<file path="config.mk">
export PLATFORM = sky130hd
export DESIGN_NAME = bavg_ctrl
export DESIGN_NICKNAME = d
export VERILOG_FILES = /design/src/design/bavg_pkg.sv /design/src/design/bavg_ctrl.sv
export SDC_FILE = /design/constraint.sdc
export NUM_CORES = 1
export LEC_CHECK = 0
export BUFFER_PORTS_ARGS = -buffer_cell sky130_fd_sc_hd__buf_4
export CAP_MARGIN = 20
export CORE_MARGIN = 2
export CORE_UTILIZATION = 50
export DETAILED_ROUTE_END_ITERATION = 10
export GPL_TIMING_DRIVEN = 0
export PLACE_DENSITY = 0.88
export SYNTH_ARGS = -nofsm -noshare
export SYNTH_HDL_FRONTEND = slang
export SYNTH_SLANG_ARGS = --single-unit
</file>
<file path="constraint.sdc">
create_clock -name clk -period 4.7 [get_ports clk]
set_clock_uncertainty 0.2 [all_clocks]
set_input_delay 1.175 -clock clk [delete_from_list [all_inputs] [get_ports clk]]
set_output_delay 1.175 -clock clk [all_outputs]
set_load 0.02 [all_outputs]
</file>
<file path="src/design/bavg_pkg.sv">
package bavg_pkg;

    // Configuration port
    localparam int CFG_IDX_W  = 2;
    localparam int CFG_DATA_W = 13;

    localparam logic [CFG_IDX_W-1:0] REG_SRC_WIDTH  = 2'd0;
    localparam logic [CFG_IDX_W-1:0] REG_SRC_HEIGHT = 2'd1;
    localparam logic [CFG_IDX_W-1:0] REG_GRID_COLS  = 2'd2;
    localparam logic [CFG_IDX_W-1:0] REG_GRID_ROWS  = 2'd3;

    localparam logic [12:0] RST_SRC_WIDTH  = 13'd320;
    localparam logic [12:0] RST_SRC_HEIGHT = 13'd240;
    localparam logic [8:0]  RST_GRID_COLS  = 9'd80;
    localparam logic [8:0]  RST_GRID_ROWS  = 9'd23;

    // Divider and accumulator widths
    localparam int DIV_W     = 32;
    localparam int DIV_CNT_W = 6;

    // Divider operand select
    localparam int SEL_W = 3;
    localparam logic [SEL_W-1:0] SEL_RED   = 3'd0;
    localparam logic [SEL_W-1:0] SEL_GREEN = 3'd1;
    localparam logic [SEL_W-1:0] SEL_BLUE  = 3'd2;
    localparam logic [SEL_W-1:0] SEL_COL   = 3'd3;
    localparam logic [SEL_W-1:0] SEL_ROW   = 3'd4;

    // One column accumulator entry
    typedef struct packed {
        logic [DIV_W-1:0] red;
        logic [DIV_W-1:0] green;
        logic [DIV_W-1:0] blue;
        logic [DIV_W-1:0] count;
    } acc_t;

    // Controller to datapath
    typedef struct packed {
        logic             take;
        logic             restart;
        logic             rd;
        logic             acc;
        logic             div_load;
        logic             div_start;
        logic             div_store;
        logic             load_out;
        logic             upd;
        logic [SEL_W-1:0] sel;
    } cmd_t;

    // Datapath to controller
    typedef struct packed {
        logic accepted;
        logic frame_start;
        logic close_now;
        logic row_end;
        logic last_row;
        logic col_close;
        logic row_close;
        logic div_done;
        logic out_free;
    } sts_t;

endpackage

</file>
<file path="src/design/bavg_ctrl.sv">
module bavg_ctrl
    import bavg_pkg::*;
(
    input  logic clk,
    input  logic rst_n,
    input  sts_t sts,
    output cmd_t cmd
);

    localparam logic [3:0] S_IDLE  = 4'd0;
    localparam logic [3:0] S_RS    = 4'd1;
    localparam logic [3:0] S_RD    = 4'd2;
    localparam logic [3:0] S_ACC   = 4'd3;
    localparam logic [3:0] S_DLOAD = 4'd4;
    localparam logic [3:0] S_DGO   = 4'd5;
    localparam logic [3:0] S_DWAIT = 4'd6;
    localparam logic [3:0] S_OUT   = 4'd7;
    localparam logic [3:0] S_UPD   = 4'd8;

    logic [3:0]       state_reg, state_next;
    logic [SEL_W-1:0] sel_reg, sel_next;
    logic             pend_reg, pend_next;
    logic             need_row_reg, need_row_next;

    // Next state and commands
    always_comb
    begin
        state_next    = state_reg;
        sel_next      = sel_reg;
        pend_next     = pend_reg;
        need_row_next = need_row_reg;
        cmd           = '0;
        cmd.sel       = sel_reg;
        case (state_reg)
            S_IDLE:
            begin
                cmd.take = 1'b1;
                if (sts.accepted)
                begin
                    if (sts.frame_start)
                    begin
                        pend_next  = 1'b1;
                        state_next = S_RS;
                    end
                    else
                    begin
                        state_next = S_RD;
                    end
                end
            end
            S_RS:
            begin
                cmd.restart   = 1'b1;
                sel_next      = SEL_COL;
                need_row_next = 1'b1;
                state_next    = S_DLOAD;
            end
            S_RD:
            begin
                cmd.rd     = 1'b1;
                state_next = S_ACC;
            end
            S_ACC:
            begin
                cmd.acc = 1'b1;
                if (sts.close_now)
                begin
                    sel_next   = SEL_RED;
                    state_next = S_DLOAD;
                end
                else
                begin
                    state_next = S_UPD;
                end
            end
            S_DLOAD:
            begin
                cmd.div_load = 1'b1;
                state_next   = S_DGO;
            end
            S_DGO:
            begin
                cmd.div_start = 1'b1;
                state_next    = S_DWAIT;
            end
            S_DWAIT:
            begin
                if (sts.div_done)
                begin
                    cmd.div_store = 1'b1;
                    case (sel_reg)
                        SEL_RED:
                        begin
                            sel_next   = SEL_GREEN;
                            state_next = S_DLOAD;
                        end
                        SEL_GREEN:
                        begin
                            sel_next   = SEL_BLUE;
                            state_next = S_DLOAD;
                        end
                        SEL_BLUE:
                        begin
                            state_next = S_OUT;
                        end
                        SEL_COL:
                        begin
                            if (need_row_reg)
                            begin
                                sel_next   = SEL_ROW;
                                state_next = S_DLOAD;
                            end
                            else
                            begin
                                state_next = pend_reg ? S_RD : S_IDLE;
                                pend_next  = 1'b0;
                            end
                        end
                        default:
                        begin
                            state_next = pend_reg ? S_RD : S_IDLE;
                            pend_next  = 1'b0;
                        end
                    endcase
                end
            end
            S_OUT:
            begin
                if (sts.out_free)
                begin
                    cmd.load_out = 1'b1;
                    state_next   = S_UPD;
                end
            end
            S_UPD:
            begin
                cmd.upd   = 1'b1;
                pend_next = 1'b0;
                if (sts.row_end && sts.last_row)
                begin
                    state_next = S_RS;
                end
                else if (sts.row_end)
                begin
                    need_row_next = sts.row_close;
                    sel_next      = SEL_COL;
                    state_next    = S_DLOAD;
                end
                else if (sts.col_close)
                begin
                    need_row_next = 1'b0;
                    sel_next      = SEL_COL;
                    state_next    = S_DLOAD;
                end
                else
                begin
                    state_next = S_IDLE;
                end
            end
            default:
            begin
                state_next = S_IDLE;
            end
        endcase
    end

    always_ff @(posedge clk or negedge rst_n)
    begin
        if (!rst_n)
        begin
            state_reg    <= S_IDLE;
            sel_reg      <= SEL_RED;
            pend_reg     <= 1'b0;
            need_row_reg <= 1'b0;
        end
        else
        begin
            state_reg    <= state_next;
            sel_reg      <= sel_next;
            pend_reg     <= pend_next;
            need_row_reg <= need_row_next;
        end
    end

endmodule

</file>
==> flow_metrics.py, run 1 <==
metrics = {
    "outcome": {
        "status": "complete, no violations",
    },
    "pwr": {
        "p_leak_nw": 0.4433,
        "vdd_ir_drop_max_uv": 331.7,
        "power_density_mw_per_mm2": 653.4,
        "power_mw": 0.6646,
    },
    "synth": {
        "synth-seq-area-share_pct": 27.95,
        "syn_inst": 92,
        "synth-edff-count": 0,
        "synth_area_per_cell_um2": 8.758,
        "yosysUniqueCellTypes": 41,
        "synth_area_um2": 805.8,
        "synth_top_area_share_pct": 27.95,
        "async_flop_share_pct": 100.0,
        "syn-num-nets": 103,
        "yosysWarnings": 0,
        "synth_area_leaders": "dfrtp_1 (28%), a211oi_1 (3.7%), mux2_4 (3.7%)",
        "synth_largest_area_cell": "dfrtp_1",
        "ys.flop_type": "dfrtp_1",
        "yosys_register_bits": 9,
    },
    "timing": {
        "finalSetupViolCount": 0,
        "max_freq_mhz": 324.3,
        "setup_slack_ns": 1.617,
        "relSlewSlack_pct": 68.48,
        "period_minus_slack_ns": 3.083,
        "final_hold_viol_count": 0,
        "tightest_slew_ns": 0.4709,
        "period_share_pct": 65.61,
        "finalSetupTns_ns": 0,
        "rsz0062_at_grt": "false",
        "drv_slew": 0,
    },
    "layout": {
        "drive_above_1_share_pct": 32.20,
        "diodes": 0,
        "largest_reg_flops": 4,
        "postLayoutCellArea_mm2": 0.001017,
        "final_common_cell": "buf_4",
        "layout_common_cells": "buf_4 (23), dfrtp_1 (9), nand2_1 (7)",
        "layout.nets": 130,
        "area_delta_synth_final_pct": 26.24,
    },
    "cts": {
        "cts.clk_slew.worst_paths_ns": 0.05,
        "h-tree-depth": 1,
        "cts_resized": 0,
        "root_buffer": "clkbuf_4",
        "numCtsBuffers": 3,
        "cts_tree": "built",
        "insertion_delay_ns": 0.26,
        "clk_path_buf_depth": 2,
        "cts_setup_buffers": 0,
        "hold_buffers": 0,
        "cts_sinks": 9,
    },
    "placed_design": {
        "placed_cell_area_um2": 991.0,
        "numPortBuffers": 22,
        "place_congestion": 0.8494,
        "dp_hpwl_um": 1538,
        "dp_slack_ns": 1.763,
    },
    "setup_path": {
        "required_ns": 3.32,
        "start_kind": "register",
        "timing.rr.end": "sel_reg[1]",
        "rr_startpoint": "state_reg[1]",
        "critPathKind": "register to output port",
        "ff2ff_path_depth": 4,
        "end_kind": "output port",
        "rrSetupSlack_ns": 2.65,
        "cp_max_fo": 10,
        "arrival_ns": 1.71,
    },
    "floorplanning": {
        "floorplan.initialDensity_pct": 53.49,
        "die-width_um": 44.15,
        "die_height_um": 44.15,
        "core-area_mm2": 0.001506,
        "rows": 14,
        "dieArea_mm2": 0.001949,
        "ioPinCount": 23,
    },
    "drt": {
        "dr.pass1.iters": 4,
        "vias": 846,
        "routedWlPerCell_um": 14.56,
        "drt_wl_total_um": 1951,
        "ant_nets": 0,
        "remaining_drc_errors": 0,
        "drtIter0Drc": 12,
        "viasPerCell": 6.313,
    },
    "hold_path": {
        "min_to": "pend_reg",
        "min_from": "pend_reg",
        "whs_path_depth": 1,
        "hold_path_class": "register to register",
    },
    "global_routing": {
        "grt_pass1_vias": 697,
        "overflow": 0,
        "antenna_found_initial": 0,
        "grt_max_degree": 11,
        "gr-usage-all-layers_pct": 22.15,
        "grt_pass1_wl_um": 3118,
    },
    "flow_run": {
        "cap_violations": 0,
    },
}
## final cells by class
class	count	area (um2)
Multi-Input combinational cell	73	535.5
Inverter	4	15.01
Timing Repair Buffer	22	165.2
Buffer	6	30.03
Tap cell	16	20.02
Fill cell	146	489.2
Clock buffer	4	26.28
Sequential cell	9	225.2
## critical path, stage by stage (launching register included)
cell and delay (ns):
dfrtp_1 0.47, clkbuf_1 0.27, nor4b_1 0.48, buf_4 0.22
## synth_stat cells, drive strengths merged (2+ instances only)
cell type / count
o21bai: 3
nor2: 6
nand3b: 2
nand2: 7
buf: 4
o21ai: 5
nand2b: 4
clkbuf: 2
a21oi: 5
nand3: 2
nor4: 2
a211oi: 5
or3: 3
nor4b: 2
inv: 4
nor3b: 3
mux2: 2
dfrtp: 9
nor3: 4
and2: 2
## routing by layer
metal  vias to the layer above  track usage, %  wire (um)  part of all wire (%)
met1                       398           29.56        798                    41
li1                        397               -          -                     -
met2                        44           34.71        943                    48
met5                         -               0          0                     0
met4                         0           14.55         71                   3.6
met3                         7           1.224        139                   7.1
## power by group
| group | internal (mW) | switching, mW | total, mW | leakage, nW |
|---|---|---|---|---|
| registers | 0.111 | 0.0366 | 0.148 | 0.106 |
| clock network | 0.0326 | 0.0256 | 0.0582 | 0.0150 |
| logic | 0.200 | 0.258 | 0.458 | 0.322 |
## worst max path at each step
stage                 startpoint      end  depth (start not counted)
floorplan           state_reg[1]  cmd[10]                          2
global placement          sts[1]   cmd[5]                          3
detailed placement        sts[1]   cmd[5]                          3
CTS                 state_reg[1]  cmd[10]                          3
global route        state_reg[1]  cmd[10]                          3
finish              state_reg[1]  cmd[10]                          3
## per-stage QoR
| step | hold WS [ns] | util (%) | instances |
|---|---|---|---|
| 2_1_floorplan | 0.2711 | - | 92 |
| 3_3_place_gp | 0.2841 | 65.78 | 130 |
| 3_5_place_dp | 0.2889 | 65.78 | 130 |
| 4_1_cts | 0.2997 | 67.52 | 134 |
| 5_1_grt | 0.3226 | 67.52 | 134 |
| 6_report | 0.2980 | 67.52 | 134 |
## kinds of logic (layout without fill, tap and decap cells)
logic type / Yosys count / after routing / synth area share (%)
mux: 3 / 3 / 4.969
buf+inv: 10 / 36 / 5.590
flops: 9 / 9 / 27.95
simple gates: 42 / 42 / 33.85
compound gates: 28 / 28 / 27.64
No activity file was read; power rests on OpenSTA's default activity.
==> inputs of run 2 (changes only) <==
--- a/config.mk
+++ b/config.mk
@@ -8,10 +8,10 @@
 export BUFFER_PORTS_ARGS = -buffer_cell sky130_fd_sc_hd__buf_4
 export CAP_MARGIN = 20
 export CORE_MARGIN = 2
-export CORE_UTILIZATION = 50
+export CORE_UTILIZATION = 45
 export DETAILED_ROUTE_END_ITERATION = 10
 export GPL_TIMING_DRIVEN = 0
-export PLACE_DENSITY = 0.88
+export PLACE_DENSITY = 0.84
 export SYNTH_ARGS = -nofsm -noshare
 export SYNTH_HDL_FRONTEND = slang
 export SYNTH_SLANG_ARGS = --single-unit
==> constraint.sdc (replaced) <==
create_clock -name clk -period 2.6 [get_ports clk]
set_clock_uncertainty 0.2 [all_clocks]
set_input_delay 0.65 -clock clk [delete_from_list [all_inputs] [get_ports clk]]
set_output_delay 0.65 -clock clk [all_outputs]
set_load 0.02 [all_outputs]
==> flow_metrics.py, run 2 (same netlist as run 1, synthesis figures left out) <==
metrics = {
    "flow_run": {
        "cap_violations": 0,
    },
    "global_routing": {
        "grt_max_degree": 11,
        "overflow": 0,
        "met2_usage_pct": 30.00,
        "gr-usage-all-layers_pct": 19.90,
        "grt_use_met1_pct": 25.96,
        "top_usage_layer": "met2",
        "grt_pass1_wl_um": 2960,
        "grt_pass1_vias": 690,
        "antenna_found_initial": 0,
        "gr-usage-met3_pct": 2.353,
    },
    "setup_path": {
        "slowest_delay_ns": 0.47,
        "arrival_ns": 1.60,
        "critical_path_buf_inv_count": 2,
        "cp_max_fo": 10,
        "critPathKind": "register to output port",
        "rrSetupSlack_ns": 0.56,
        "path_cells": "clkbuf_1 > nor4_2 > buf_4",
        "crit_family": "flip-flops",
        "required_ns": 1.75,
        "start_kind": "register",
        "cp_slowest_cell": "dfrtp_1",
        "end_kind": "output port",
    },
    "cts": {
        "h-tree-depth": 1,
        "cts_sinks": 9,
        "clk_path_buf_depth": 2,
        "insertion_delay_ns": 0.26,
        "cts.clk_slew.worst_paths_ns": 0.06,
        "numCtsBuffers": 3,
        "root_buffer": "clkbuf_4",
        "cts_setup_buffers": 0,
        "cts_tree": "built",
    },
    "floorplanning": {
        "core-area_mm2": 0.001708,
        "dieArea_mm2": 0.002145,
        "ioPinCount": 23,
        "floorplan.initialDensity_pct": 47.18,
        "die_height_um": 46.32,
        "rows": 15,
        "die-width_um": 46.32,
    },
    "timing": {
        "drv_slew": 0,
        "setup_slack_ns": 0.1462,
        "rsz0062_at_grt": "false",
        "fin_worst_hold_slack_ns": 0.3070,
        "period_share_pct": 94.38,
        "period_minus_slack_ns": 2.454,
        "max_freq_mhz": 407.5,
        "finalSetupViolCount": 0,
        "tightest_slew_ns": 0.4777,
        "finalSetupTns_ns": 0,
        "final_hold_viol_count": 0,
        "relSlewSlack_pct": 68.02,
    },
    "drt": {
        "dr.pass1.iters": 4,
        "ant_nets": 0,
        "remaining_drc_errors": 0,
        "drtIter0Drc": 6,
        "viasPerCell": 5.688,
        "routedWlPerCell_um": 13.01,
        "drt_wl_total_um": 1873,
        "vias": 819,
    },
    "placed_design": {
        "dp_hpwl_um": 1508,
        "numPortBuffers": 22,
        "place_congestion": 0.9138,
        "dp_slack_ns": 0.3481,
    },
    "hold_path": {
        "hold_path_class": "register to register",
    },
    "layout": {
        "largest_reg_flops": 4,
        "final_common_cell": "buf_4",
        "diodes": 0,
        "layout_common_cells": "buf_4 (23), dfrtp_1 (9), nand2_1 (7)",
        "layout.nets": 131,
        "drive_above_1_share_pct": 32.77,
        "area_delta_synth_final_pct": 29.97,
    },
    "pwr": {
        "vdd_ir_drop_max_uv": 737.6,
        "p_leak_nw": 0.4494,
        "power_density_mw_per_mm2": 1143,
    },
    "outcome": {
        "status": "complete, no violations",
    },
}
[run 2: final timing paths]
check / startpoint / to / cells after the start
min reg2reg: pend_reg / pend_reg / 1
max in group asynchronous: rst_n / state_reg[0] / 2
max reg2reg: state_reg[1] / sel_reg[1] / 4
min: pend_reg / pend_reg / 1
min in group asynchronous: rst_n / need_row_reg / 2
max: state_reg[1] / cmd[11] / 3
[run 2: final cells by class]
class	count	area, um2
timing repair buffer	23	175.2
tap	25	31.28
clock buffer	4	26.28
sequential	9	225.2
buffer	6	32.53
fill	146	660.6
multi-input combinational	73	541.8
inverter	4	15.01
[run 2: per-stage QoR]
step / utilization (%) / instances / power (mW) / instance area (um2)
final: 61.32 / 144 / 1.197 / 1047
after detailed placement: 58.68 / 139 / 1.080 / 1002
after CTS: 60.22 / 143 / 1.187 / 1028
after global placement: 58.68 / 139 / 1.060 / 1002
after global routing: 61.32 / 144 / 1.290 / 1047
after floorplan: - / 92 / 0.8689 / 805.8
[run 2: power by group]
group | switching (mW) | total (mW) | internal [mW] | leakage [nW]
sequential | 0.0662 | 0.268 | 0.201 | 0.106
combinational | 0.457 | 0.826 | 0.369 | 0.328
clock | 0.0452 | 0.104 | 0.0589 | 0.0150
total | 0.568 | 1.20 | 0.629 | 0.449
[run 2: worst reg2reg max path, delay by kind of cell, from the launching register on]
| kind | cells | cell delay [ns] |
|---|---|---|
| AOI/OAI and AO/OA | 1 | 0.16 |
| DFF | 1 | 0.47 |
| muxes | 1 | 0.33 |
| and+or+nand+nor | 2 | 0.76 |
[run 2: timing repair]
action / CTS / global route
hold endpoints to repair: 0 / 9
gates resized for setup: 0 / 2
hold buffers: 0 / 1
endpoints found under the setup margin: 0 / 2
[run 2: routing by layer]
| metal | vias up | share of wire (%) |
|---|---|---|
| met5 | - | 0 |
| met4 | 0 | 3.5 |
| met3 | 13 | 5.3 |
| met2 | 34 | 48 |
| met1 | 369 | 43 |
| li1 | 403 | - |
